<file path="config.mk">
export PLATFORM = sky130hd
export DESIGN_NAME = cube_map_face_uv_select_core
export DESIGN_NICKNAME = d
export VERILOG_FILES = /design/src/design/cmf_pkg.sv /design/src/design/cmf_face_sel.sv /design/src/design/cmf_div_step.sv /design/src/design/cube_map_face_uv_select_core.sv
export SDC_FILE = /design/constraint.sdc
export NUM_CORES = 2
export LEC_CHECK = 0
export BUFFER_PORTS_ARGS = -buffer_cell sky130_fd_sc_hd__buf_2
export CAP_MARGIN = 20
export CORE_MARGIN = 3
export CORE_UTILIZATION = 57
export CTS_CLUSTER_DIAMETER = 120
export CTS_CLUSTER_SIZE = 25
export DETAILED_ROUTE_END_ITERATION = 16
export PLACE_DENSITY = 0.87
export SETUP_SLACK_MARGIN = 0.05
export SLEW_MARGIN = 20
export SYNTH_ARGS = -nofsm -noshare
export SYNTH_HDL_FRONTEND = slang
export SYNTH_SLANG_ARGS = --single-unit
</file>
<file path="constraint.sdc">
create_clock -name clock -period 2.8 [get_ports clock]
set_input_delay 0.28 -clock clock [delete_from_list [all_inputs] [get_ports clock]]
set_output_delay 0.28 -clock clock [all_outputs]
set_load 0.02 [all_outputs]
</file>
<file path="src/design/cmf_pkg.sv">
`timescale 1ns / 1ps

package cmf_pkg;

   // face codes
   localparam logic [2:0] FACE_POS_X = 3'd0;
   localparam logic [2:0] FACE_NEG_X = 3'd1;
   localparam logic [2:0] FACE_POS_Y = 3'd2;
   localparam logic [2:0] FACE_NEG_Y = 3'd3;
   localparam logic [2:0] FACE_POS_Z = 3'd4;
   localparam logic [2:0] FACE_NEG_Z = 3'd5;

   localparam int FACE_COUNT = 6;

   // sideband that travels with each request down the pipe
   typedef struct packed {
      logic       valid;
      logic [2:0] face;
      logic       zero;   // all three components zero
   } cmf_ctl_type;

endpackage

</file>
<file path="src/design/cmf_face_sel.sv">
`timescale 1ns / 1ps

module cmf_face_sel #(
   parameter int DIR_BITS = 16
) (
   input  logic                        clock,
   input  logic                        reset,
   input  logic                        up_valid,
   input  logic signed [DIR_BITS-1:0]  up_dir_x,
   input  logic signed [DIR_BITS-1:0]  up_dir_y,
   input  logic signed [DIR_BITS-1:0]  up_dir_z,
   output cmf_pkg::cmf_ctl_type        dn_ctl,
   output logic [DIR_BITS:0]           dn_denom,
   output logic [DIR_BITS:0]           dn_num_u,
   output logic [DIR_BITS:0]           dn_num_v,
   output logic                        dn_sat_u,
   output logic                        dn_sat_v
);
   import cmf_pkg::*;

   // stage A: capture and magnitudes
   logic                       valid_a_ff;
   logic signed [DIR_BITS-1:0] x_a_ff, y_a_ff, z_a_ff;
   logic [DIR_BITS-1:0]        ax_a_ff, ay_a_ff, az_a_ff;
   logic [DIR_BITS-1:0]        ax_a_in, ay_a_in, az_a_in;

   // stage B: axis choice
   logic                       valid_b_ff;
   logic [2:0]                 face_b_ff, face_b_in;
   logic [DIR_BITS-1:0]        m_b_ff, m_b_in;
   logic signed [DIR_BITS:0]   nu_b_ff, nu_b_in, nv_b_ff, nv_b_in;

   // stage C: numerators and divisor
   cmf_ctl_type                ctl_c_ff, ctl_c_in;
   logic [DIR_BITS:0]          denom_c_ff, denom_c_in;
   logic [DIR_BITS:0]          num_u_c_ff, num_u_c_in, num_v_c_ff, num_v_c_in;
   logic                       sat_u_c_ff, sat_u_c_in, sat_v_c_ff, sat_v_c_in;

   logic signed [DIR_BITS:0]   xe, ye, ze;
   logic                       sel_x, sel_y;
   logic signed [DIR_BITS+1:0] sum_u, sum_v;

   // magnitudes; the most negative value maps to 2^(DIR_BITS-1) unsigned
   always_comb begin
      ax_a_in = up_dir_x[DIR_BITS-1] ? (~up_dir_x + 1'b1) : up_dir_x;
      ay_a_in = up_dir_y[DIR_BITS-1] ? (~up_dir_y + 1'b1) : up_dir_y;
      az_a_in = up_dir_z[DIR_BITS-1] ? (~up_dir_z + 1'b1) : up_dir_z;
   end

   // largest magnitude wins, ties go x, then y
   always_comb begin
      xe    = {x_a_ff[DIR_BITS-1], x_a_ff};
      ye    = {y_a_ff[DIR_BITS-1], y_a_ff};
      ze    = {z_a_ff[DIR_BITS-1], z_a_ff};
      sel_x = (ax_a_ff >= ay_a_ff) && (ax_a_ff >= az_a_ff);
      sel_y = !sel_x && (ay_a_ff >= az_a_ff);
      if (sel_x) begin
         face_b_in = x_a_ff[DIR_BITS-1] ? FACE_NEG_X : FACE_POS_X;
         m_b_in    = ax_a_ff;
         nu_b_in   = -ze;
         nv_b_in   = ye;
      end else if (sel_y) begin
         face_b_in = y_a_ff[DIR_BITS-1] ? FACE_NEG_Y : FACE_POS_Y;
         m_b_in    = ay_a_ff;
         nu_b_in   = xe;
         nv_b_in   = -ze;
      end else begin
         face_b_in = z_a_ff[DIR_BITS-1] ? FACE_NEG_Z : FACE_POS_Z;
         m_b_in    = az_a_ff;
         nu_b_in   = xe;
         nv_b_in   = ye;
      end
   end

   // n + m lies in [0, 2m]; equal to 2m means the code saturates
   always_comb begin
      sum_u          = {nu_b_ff[DIR_BITS], nu_b_ff} + $signed({2'b00, m_b_ff});
      sum_v          = {nv_b_ff[DIR_BITS], nv_b_ff} + $signed({2'b00, m_b_ff});
      num_u_c_in     = sum_u[DIR_BITS:0];
      num_v_c_in     = sum_v[DIR_BITS:0];
      denom_c_in     = {m_b_ff, 1'b0};
      sat_u_c_in     = (num_u_c_in == denom_c_in);
      sat_v_c_in     = (num_v_c_in == denom_c_in);
      ctl_c_in.valid = valid_b_ff;
      ctl_c_in.face  = face_b_ff;
      ctl_c_in.zero  = (m_b_ff == '0);
   end

   // valid bits and sideband
   always_ff @(posedge clock) begin
      if (reset) begin
         valid_a_ff <= 1'b0;
         valid_b_ff <= 1'b0;
         ctl_c_ff   <= '0;
      end else begin
         valid_a_ff <= up_valid;
         valid_b_ff <= valid_a_ff;
         ctl_c_ff   <= ctl_c_in;
      end
   end

   // payload
   always_ff @(posedge clock) begin
      x_a_ff        <= up_dir_x;
      y_a_ff        <= up_dir_y;
      z_a_ff        <= up_dir_z;
      ax_a_ff       <= ax_a_in;
      ay_a_ff       <= ay_a_in;
      az_a_ff       <= az_a_in;
      face_b_ff     <= face_b_in;
      m_b_ff        <= m_b_in;
      nu_b_ff       <= nu_b_in;
      nv_b_ff       <= nv_b_in;
      denom_c_ff    <= denom_c_in;
      num_u_c_ff    <= num_u_c_in;
      num_v_c_ff    <= num_v_c_in;
      sat_u_c_ff    <= sat_u_c_in;
      sat_v_c_ff    <= sat_v_c_in;
   end

   assign dn_ctl   = ctl_c_ff;
   assign dn_denom = denom_c_ff;
   assign dn_num_u = num_u_c_ff;
   assign dn_num_v = num_v_c_ff;
   assign dn_sat_u = sat_u_c_ff;
   assign dn_sat_v = sat_v_c_ff;

endmodule

</file>
<file path="src/design/cmf_div_step.sv">
`timescale 1ns / 1ps

module cmf_div_step #(
   parameter int DIR_BITS = 16,
   parameter int UV_BITS  = 16
) (
   input  logic                 clock,
   input  logic                 reset,
   input  cmf_pkg::cmf_ctl_type up_ctl,
   input  logic [DIR_BITS:0]    up_denom,
   input  logic [DIR_BITS:0]    up_rem_u,
   input  logic [DIR_BITS:0]    up_rem_v,
   input  logic [UV_BITS-1:0]   up_quo_u,
   input  logic [UV_BITS-1:0]   up_quo_v,
   input  logic                 up_sat_u,
   input  logic                 up_sat_v,
   output cmf_pkg::cmf_ctl_type dn_ctl,
   output logic [DIR_BITS:0]    dn_denom,
   output logic [DIR_BITS:0]    dn_rem_u,
   output logic [DIR_BITS:0]    dn_rem_v,
   output logic [UV_BITS-1:0]   dn_quo_u,
   output logic [UV_BITS-1:0]   dn_quo_v,
   output logic                 dn_sat_u,
   output logic                 dn_sat_v
);
   import cmf_pkg::*;

   cmf_ctl_type          ctl_ff;
   logic [DIR_BITS:0]    denom_ff;
   logic [DIR_BITS:0]    rem_u_ff, rem_u_in, rem_v_ff, rem_v_in;
   logic [UV_BITS-1:0]   quo_u_ff, quo_u_in, quo_v_ff, quo_v_in;
   logic                 sat_u_ff, sat_v_ff;

   logic [DIR_BITS+1:0]  shl_u, shl_v, dext, dif_u, dif_v;
   logic                 ge_u, ge_v;

   // one restoring step per lane: remainder stays below the divisor
   always_comb begin
      dext     = {1'b0, up_denom};
      shl_u    = {up_rem_u, 1'b0};
      shl_v    = {up_rem_v, 1'b0};
      ge_u     = (shl_u >= dext);
      ge_v     = (shl_v >= dext);
      dif_u    = ge_u ? (shl_u - dext) : shl_u;
      dif_v    = ge_v ? (shl_v - dext) : shl_v;
      rem_u_in = dif_u[DIR_BITS:0];
      rem_v_in = dif_v[DIR_BITS:0];
      quo_u_in = {up_quo_u[UV_BITS-2:0], ge_u};
      quo_v_in = {up_quo_v[UV_BITS-2:0], ge_v};
   end

   always_ff @(posedge clock) begin
      if (reset) begin
         ctl_ff <= '0;
      end else begin
         ctl_ff <= up_ctl;
      end
   end

   always_ff @(posedge clock) begin
      denom_ff <= up_denom;
      rem_u_ff <= rem_u_in;
      rem_v_ff <= rem_v_in;
      quo_u_ff <= quo_u_in;
      quo_v_ff <= quo_v_in;
      sat_u_ff <= up_sat_u;
      sat_v_ff <= up_sat_v;
   end

   assign dn_ctl   = ctl_ff;
   assign dn_denom = denom_ff;
   assign dn_rem_u = rem_u_ff;
   assign dn_rem_v = rem_v_ff;
   assign dn_quo_u = quo_u_ff;
   assign dn_quo_v = quo_v_ff;
   assign dn_sat_u = sat_u_ff;
   assign dn_sat_v = sat_v_ff;

endmodule

</file>
<file path="src/design/cube_map_face_uv_select_core.sv">
`timescale 1ns / 1ps

// Cube map face select with face coordinates.
// Request: pulse start with req_dir_x/y/z (signed). busy is always low, so a
// request may be issued on every clock; one request per cycle is sustained.
// Response: rsp_valid strobes for one cycle with rsp_face (0 +x .. 5 -z),
// rsp_tex_u/rsp_tex_v (unsigned Q0.UV_BITS, saturated below one) and
// rsp_map_present (face has a bound texture).
// Pipeline: three stages of magnitude, axis select and numerator setup, one
// stage per quotient bit in two parallel restoring dividers, and one output
// register.
// The receiver cannot stall; each response is offered exactly once.
// csr_write_en/csr_write_data write the six face-present bits; write only
// while no request is in flight.
// Reset (synchronous) clears the face-present bits and every valid bit in
// the pipe; requests in flight are dropped.
module cube_map_face_uv_select_core #(
   parameter int DIR_BITS = 16,
   parameter int UV_BITS  = 16
) (
   input  logic                       clock,
   input  logic                       reset,
   input  logic                       start,
   output logic                       busy,
   input  logic signed [DIR_BITS-1:0] req_dir_x,
   input  logic signed [DIR_BITS-1:0] req_dir_y,
   input  logic signed [DIR_BITS-1:0] req_dir_z,
   input  logic                       csr_write_en,
   input  logic [5:0]                 csr_write_data,
   output logic                       rsp_valid,
   output logic [2:0]                 rsp_face,
   output logic [UV_BITS-1:0]         rsp_tex_u,
   output logic [UV_BITS-1:0]         rsp_tex_v,
   output logic                       rsp_map_present
);
   import cmf_pkg::*;

   localparam logic [UV_BITS-1:0] UV_CENTER = {1'b1, {(UV_BITS-1){1'b0}}};
   localparam logic [UV_BITS-1:0] UV_MAX    = {UV_BITS{1'b1}};

   logic [FACE_COUNT-1:0] face_map_present_ff;

   // divider chain, entry 0 is the front end output
   cmf_ctl_type         ctl_s   [UV_BITS+1];
   logic [DIR_BITS:0]   denom_s [UV_BITS+1];
   logic [DIR_BITS:0]   rem_u_s [UV_BITS+1];
   logic [DIR_BITS:0]   rem_v_s [UV_BITS+1];
   logic [UV_BITS-1:0]  quo_u_s [UV_BITS+1];
   logic [UV_BITS-1:0]  quo_v_s [UV_BITS+1];
   logic                sat_u_s [UV_BITS+1];
   logic                sat_v_s [UV_BITS+1];

   logic                rsp_valid_ff;
   logic [2:0]          rsp_face_ff;
   logic [UV_BITS-1:0]  rsp_tex_u_ff, rsp_tex_u_in, rsp_tex_v_ff, rsp_tex_v_in;
   logic                rsp_map_present_ff, rsp_map_present_in;

   cmf_ctl_type         ctl_end;

   // pipe never holds a request off
   assign busy = 1'b0;

   // face-present register
   always_ff @(posedge clock) begin
      if (reset) begin
         face_map_present_ff <= '0;
      end else if (csr_write_en) begin
         face_map_present_ff <= csr_write_data;
      end
   end

   cmf_face_sel #(
      .DIR_BITS (DIR_BITS)
   ) u_face_sel (
      .clock    (clock),
      .reset    (reset),
      .up_valid (start && !busy),
      .up_dir_x (req_dir_x),
      .up_dir_y (req_dir_y),
      .up_dir_z (req_dir_z),
      .dn_ctl   (ctl_s[0]),
      .dn_denom (denom_s[0]),
      .dn_num_u (rem_u_s[0]),
      .dn_num_v (rem_v_s[0]),
      .dn_sat_u (sat_u_s[0]),
      .dn_sat_v (sat_v_s[0])
   );

   assign quo_u_s[0] = '0;
   assign quo_v_s[0] = '0;

   // one quotient bit per stage
   for (genvar i = 0; i < UV_BITS; i++) begin : g_div
      cmf_div_step #(
         .DIR_BITS (DIR_BITS),
         .UV_BITS  (UV_BITS)
      ) u_div_step (
         .clock    (clock),
         .reset    (reset),
         .up_ctl   (ctl_s[i]),
         .up_denom (denom_s[i]),
         .up_rem_u (rem_u_s[i]),
         .up_rem_v (rem_v_s[i]),
         .up_quo_u (quo_u_s[i]),
         .up_quo_v (quo_v_s[i]),
         .up_sat_u (sat_u_s[i]),
         .up_sat_v (sat_v_s[i]),
         .dn_ctl   (ctl_s[i+1]),
         .dn_denom (denom_s[i+1]),
         .dn_rem_u (rem_u_s[i+1]),
         .dn_rem_v (rem_v_s[i+1]),
         .dn_quo_u (quo_u_s[i+1]),
         .dn_quo_v (quo_v_s[i+1]),
         .dn_sat_u (sat_u_s[i+1]),
         .dn_sat_v (sat_v_s[i+1])
      );
   end

   // final select: zero vector gives the centre, n == m saturates
   always_comb begin
      ctl_end = ctl_s[UV_BITS];
      if (ctl_end.zero) begin
         rsp_tex_u_in = UV_CENTER;
         rsp_tex_v_in = UV_CENTER;
      end else begin
         rsp_tex_u_in = sat_u_s[UV_BITS] ? UV_MAX : quo_u_s[UV_BITS];
         rsp_tex_v_in = sat_v_s[UV_BITS] ? UV_MAX : quo_v_s[UV_BITS];
      end
      case (ctl_end.face)
         FACE_POS_X: rsp_map_present_in = face_map_present_ff[0];
         FACE_NEG_X: rsp_map_present_in = face_map_present_ff[1];
         FACE_POS_Y: rsp_map_present_in = face_map_present_ff[2];
         FACE_NEG_Y: rsp_map_present_in = face_map_present_ff[3];
         FACE_POS_Z: rsp_map_present_in = face_map_present_ff[4];
         FACE_NEG_Z: rsp_map_present_in = face_map_present_ff[5];
         default:    rsp_map_present_in = 1'b0;
      endcase
   end

   // output register
   always_ff @(posedge clock) begin
      if (reset) begin
         rsp_valid_ff <= 1'b0;
      end else begin
         rsp_valid_ff <= ctl_end.valid;
      end
   end

   always_ff @(posedge clock) begin
      rsp_face_ff        <= ctl_end.face;
      rsp_tex_u_ff       <= rsp_tex_u_in;
      rsp_tex_v_ff       <= rsp_tex_v_in;
      rsp_map_present_ff <= rsp_map_present_in;
   end

   assign rsp_valid       = rsp_valid_ff;
   assign rsp_face        = rsp_face_ff;
   assign rsp_tex_u       = rsp_tex_u_ff;
   assign rsp_tex_v       = rsp_tex_v_ff;
   assign rsp_map_present = rsp_map_present_ff;

endmodule
</file>
# ---- Yosys cells after proc, flatten, opt, wreduce, memory -nomap -nowiden
# Index checks and enable logic that the tools add are counted.
dict set report op_classes {
  div 0
  n_bitwise 3
  n_mul 0
  eq_ne 7
  muxes 46
  n_lt_le_gt_ge 35
  reduce_logical 7
  shifts 0
  n_addsub 36
}
# cell n
set op_table {}
lappend op_table {{$ge A18 B17 Y1} 32}
lappend op_table {{$mux W17} 33}
lappend op_table {{$sub A17 B17 Y17} 30}
lappend op_table {{$mux W15} 5}
lappend op_table {{$add A16 B1 Y16 const B} 3}
lappend op_table {{$ge A16 B16 Y1} 3}
lappend op_table {{$not A16 Y16} 3}
lappend op_table {{$add A17 B17 Y17} 2}
lappend op_table {{$eq A17 B17 Y1} 2}
lappend op_table {{$mux W16} 2}
lappend op_table {{$neg A16 Y17} 1}
lappend op_table {{$logic_not A16 Y1} 1}
lappend op_table {{$eq A3 B2 Y1 const B} 2}
lappend op_table {{$eq A3 B3 Y1 const B} 2}
lappend op_table {{$mux W3} 2}
lappend op_table {{$pmux W1 S6} 1}
lappend op_table {{$reduce_or A2 Y1} 2}
lappend op_table {{$eq A3 B1 Y1 const B} 1}
lappend op_table {{$logic_not A3 Y1} 1}
lappend op_table {{$mux W1} 3}
lappend op_table {{$logic_and A1 B1 Y1} 2}
lappend op_table {{$logic_not A1 Y1} 1}
dict set report totals {
  register_bits 1385
  out_inout_bits 38
  word_cells 352
  memories 0
  rom_bits 0
  ram_bits 0
  latchBits 0
  inputBits 58
}

# ---- Depth between registers and ports, before layout
dict set report logic_depth {
  word_depth 6
  ltp_mapped 13
  mapped_depth_nobuf 12
}

# ---- By module
# A second synthesis with hierarchy kept.
dict set report unflattened {
  hier_cells 7449
  hier_area_um2 77076.4
}
# module n_inst cells_each area_each_um2 seq_area_each_um2
set modules_own_cells {}
lappend modules_own_cells {{cmf_div_step at g_div[0].u_div_step ...} 15 400 4156.5 1801.7}
lappend modules_own_cells {cmf_face_sel 1 927 9422.8 4103.9}
lappend modules_own_cells {{cmf_div_step at g_div[2].u_div_step} 1 392 4036.4 1801.7}
lappend modules_own_cells {cube_map_face_uv_select_core 1 130 1270.0 860.8}

# ---- Least setup slack after synthesis
# No wires, ideal clock.
dict set report synth_timing {
  kind {flip-flop to flip-flop}
  startpoint {register u_face_sel.m_b_ff[0]}
  endpoint {register u_face_sel.sat_u_c_ff (netlist: u_face_sel.dn_sat_u)}
  setup_ns 0.088
  period_less_slack_ns 3.065
  path_buffers 0
  slack_ns -0.265
  path_stages_with_launch 12
  t_required_ns 2.712
  arrival_ns 2.977
  path_cell_list {dfxtp_1 ha_1 inv_1 fa_1 xnor2_1 or4_4 a2111oi_4 nand4_1 or4_1 a211oi_2 nand4_1 nor4_2}
}
dict set report synth_via {
  elab_chain_len 2
}
# element line
set synth_rtl {}
lappend synth_rtl {{start, declared} cmf_face_sel.sv:30} ;# logic [DIR_BITS-1:0] m_b_ff, m_b_in;
lappend synth_rtl {{start signal, assigned} cmf_face_sel.sv:111} ;# m_b_ff <= m_b_in;
lappend synth_rtl {{$add A17 B17 Y17} cmf_face_sel.sv:77} ;# sum_u = {nu_b_ff[DIR_BITS], nu_b_ff} + $signed({2'b00, m_b_ff});
lappend synth_rtl {{$eq A17 B17 Y1 *} cmf_face_sel.sv:82} ;# sat_u_c_in = (num_u_c_in == denom_c_in);
lappend synth_rtl {{via u_face_sel.sat_u_c_in} cmf_face_sel.sv:37} ;# logic sat_u_c_ff, sat_u_c_in, sat_v_c_ff, sat_v_c_in;
lappend synth_rtl {{end signal, assigned} cmf_face_sel.sv:117} ;# sat_u_c_ff <= sat_u_c_in;
lappend synth_rtl {{end, declared} cmf_face_sel.sv:37}
# The timed path passes the listed nets; every way through them passes the cells marked *.
# A chain may end at the register's enable or synchronous reset.

# ---- Final worst setup path
# Ends and elaborated chain as after synthesis.

==> metrics.log <==
[metrics] result of the run: complete, but fails checks
[metrics] failing checks: setup timing
[metrics] Clock Sink Count: between 1000 and 1500
[metrics] CP startpoint kind: register
[metrics] worst slew margin relative to its limit: between 30 and 40%
[metrics] via count: 46050
[metrics] Min Clock Period, post-route: 3.08 ns
[metrics] sum of overflow across all layers after global routing: 0
[metrics] largest net degree at the start of global routing: 95
[metrics] Yosys warning total: 0
[metrics] starting density of the core: slightly below 60%
[metrics] dominant cells by area after synthesis: dfxtp_1 45%, ha_1 12%, mux2_2 6.4%, xnor2_1 4.0%, inv_1 3.2%
[metrics] clock buffer depth: 3
[metrics] initial detailed-routing violation count: 4007
[metrics] number of buffers added by the clock tree synthesis step: 60
[metrics] Placeable Area: 104000 sq um
[metrics] unrepaired setup endpoints after global routing: yes
[metrics] diodes inserted: 0
[metrics] leading cell type in the layout, fill and taps excluded: dfxtp_1
[metrics] Post-Synthesis Cells: roughly 6100
[metrics] Post-Route WL: 155000 um
[metrics] Die Wd: 331 um
[metrics] total count of max-transition violations in the final report: 0
[metrics] DIE AREA: approximately 110000 sq um
[metrics] Peak Freq: 325 MHz
[metrics] Avg Cell Area, Syn: approximately 10 sq um
[metrics] relative area change from synthesis to final layout: 18.2%
[metrics] category of the most critical setup path: register to register
[metrics] cell type contributing the most total cell area after synthesis: dfxtp_1
[metrics] main flop type after synthesis: dfxtp_1
[metrics] Worst Tran Pin Value: roughly 1 ns
[metrics] final-layout worst hold slack: 0.127 ns
[metrics] Root Driver: clkbuf_16
[metrics] number of cells on the worst reg-to-reg path: 12
[metrics] required time at the endpoint of the critical path: 3.45 ns
[metrics] Port Buffer Count: 94
[metrics] Die Height: 331 um
[metrics] Final period util: 110%
[metrics] insertion delay to the later sink of the worst-skew pair: 0.73 ns
[metrics] cell area after placement: 65900 sq um
[metrics] via/cell ratio: roughly 5.7
[metrics] count of unresolved DRC violations after routing: 0
[metrics] number of register bits inferred by synthesis: 1352
[metrics] drt pass-1 iters: 6
[metrics] proportion of synthesized flip-flops having asynchronous set or reset: 0%
[metrics] most frequent cells in the layout: 1300 x dfxtp_1, 547 x ha_1, 494 x inv_1, 484 x buf_4, 441 x nor2_1
[metrics] global-route total usage across every layer: 26.0%
[metrics] sequential-to-total area share from yosys stat: 44.9%
[metrics] final setup violation count: 42
[metrics] clock tree skew after final layout: 0.0271 ns
[metrics] Post-Synthesis Net Count: 6742
[metrics] fraction of final layout cells with drive strength greater than 1: 21.4%
[metrics] Placer Congestion: 0.944
[metrics] vias in the first global route: 44190
[metrics] area share of the largest cell type after synthesis: 44.9%
[metrics] post-layout instance area: 71300 sq um
[metrics] placement row count: ~120
[metrics] CTS tree: yes
[metrics] number of antenna violations at the first check in global routing: 1
[metrics] global-route wire length before repair: 233000 um
[metrics] crit path max fanout: 2
[metrics] Clock Pin Slew Worst Setup and Hold Paths: 0.11 ns
[metrics] max cap viols: 0
[metrics] number of enable flip-flop cells after synthesis: 0
[metrics] final worst setup slack: -0.281 ns
[metrics] antenna-violating nets left: 0
[metrics] H-tree depth reported by CTS: 2
[metrics] Post-DP HPWL: 113000 um
[metrics] depth of the worst hold-timing path: 2
[metrics] post-synthesis cell type count: between 70 and 80
[metrics] data arrival time of the worst path: 3.73 ns
[metrics] path category of the worst min-delay check: input port to register
[metrics] CP Capture Type: register
[metrics] I/O Pins: between 90 and 100
[metrics] final count of hold timing violations: 0
[metrics] final layout net count: roughly 7400
[metrics] netlist area before placement: just over 60000 sq um
[metrics] wire per inst: 19.1 um
[registers in the layout, indices dropped and copies added (netlist names), 17 cells and up]
name and count:
g_div.u_div_step.dn_ctl 80, g_div.u_div_step.dn_denom 240, g_div.u_div_step.dn_quo_u 136, g_div.u_div_step.dn_quo_v 136, g_div.u_div_step.dn_rem_u 240, g_div.u_div_step.dn_rem_v 240
u_face_sel.dn_num_u 17, u_face_sel.dn_num_v 17, u_face_sel.nu_b_ff 17, u_face_sel.nv_b_ff 17
[critical path, stage by stage (launching register included)]
cell,delay [ns]
dfxtp_4,0.36
ha_4,0.16
inv_2,0.05
fa_2,0.21
nor2b_2,0.05
o31a_1,0.33
or4_4,0.44
a31oi_4,0.19
xnor3_1,0.24
or4_4,0.56
a211oi_2,0.16
nand4_1,0.12
nor4_2,0.13
[cells in the mapped netlist (all sizes together) (20+ instances only)]
library cell,number
or3,39
a311o,26
nand3,75
mux2,349
and2,26
nand2,323
nor3,91
mux2i,48
a21boi,99
xnor2,273
nor2,446
xor2,149
o21bai,60
o31ai,61
inv,512
clkbuf,71
a21o,137
nand2b,70
o41ai,20
and4,27
fa,32
nand4,86
a21oi,314
nor2b,180
ha,594
a31oi,22
o21a,29
nor4,40
dfxtp,1352
o21ai,325
[through the flow]
| step | utilization, % | setup TNS, ns | std cells | setup WS, ns |
|---|---|---|---|---|
| final | 68.4 | -2.10 | 8126 | -0.281 |
| after global routing | 68.4 | -7.39 | 8126 | -0.437 |
| after CTS | 66.3 | -0.546 | 8074 | -0.244 |
| after detailed placement | 63.2 | -15.67 | 7896 | -0.399 |
| after global placement | 63.2 | -1.08 | 7896 | -0.344 |
| after floorplan | - | -0.132 | 6058 | -0.132 |
[repair_timing]
item                       CTS  global route
gates resized for setup    149           442
hold endpoints to repair   100             0
pin swaps                   58           184
setup endpoints to repair  405           524
cloned                      11             8
buffers inserted            40            44
hold buffers                61             0
[worst paths after layout]
check / start / endpoint / slack, ns
max reg2reg: u_face_sel.m_b_ff[0]$_DFF_P_ / u_face_sel.dn_sat_u$_DFF_P_ / -0.28
min reg2reg: g_div[2].u_div_step.dn_sat_v$_DFF_P_ / g_div[3].u_div_step.dn_sat_v$_DFF_P_ / 0.32
min: reset / u_face_sel.valid_a_ff$_SDFF_PP0_ / 0.13
max: u_face_sel.m_b_ff[0]$_DFF_P_ / u_face_sel.dn_sat_u$_DFF_P_ / -0.28
[area by class of cell]
| class | count | area (sq um) |
|---|---|---|
| clock buffers | 63 | 1560 |
| clock inverters | 3 | 43.8 |
| fillers | 7582 | 32900 |
| inverters | 512 | 1930 |
| multi-input cells | 4122 | 33300 |
| flip-flops and latches | 1352 | 27100 |
| well taps | 1380 | 1730 |
| repair buffers | 694 | 5590 |
[cell families (layout without fill, tap and decap cells)]
group | after synthesis | in the layout | share of synthesized area (%)
buf+inv | 594 | 1272 | 3.72
fa+ha+maj | 626 | 626 | 13.4
other cells | 1 | 1 | 0.00621
simple gates | 1462 | 1463 | 11.8
xor+xnor | 423 | 423 | 6.17
flops | 1352 | 1352 | 44.9
mux | 398 | 398 | 7.35
compound gates | 1202 | 1211 | 12.7
[metal layers]
layer	share of wire (%)	GRT usage, %	vias up	wire length (um)
met2	47	43.6	1534	72800
met4	3.1	7.52	0	4860
met5	0	0	-	0
met1	44	35.2	21938	67700
met3	6.3	3.23	317	9700
li1	-	-	22261	-
Power is left out: the tool's default activity adds up to more than one toggle a clock period on the data nets, which glitch-free logic cannot reach.
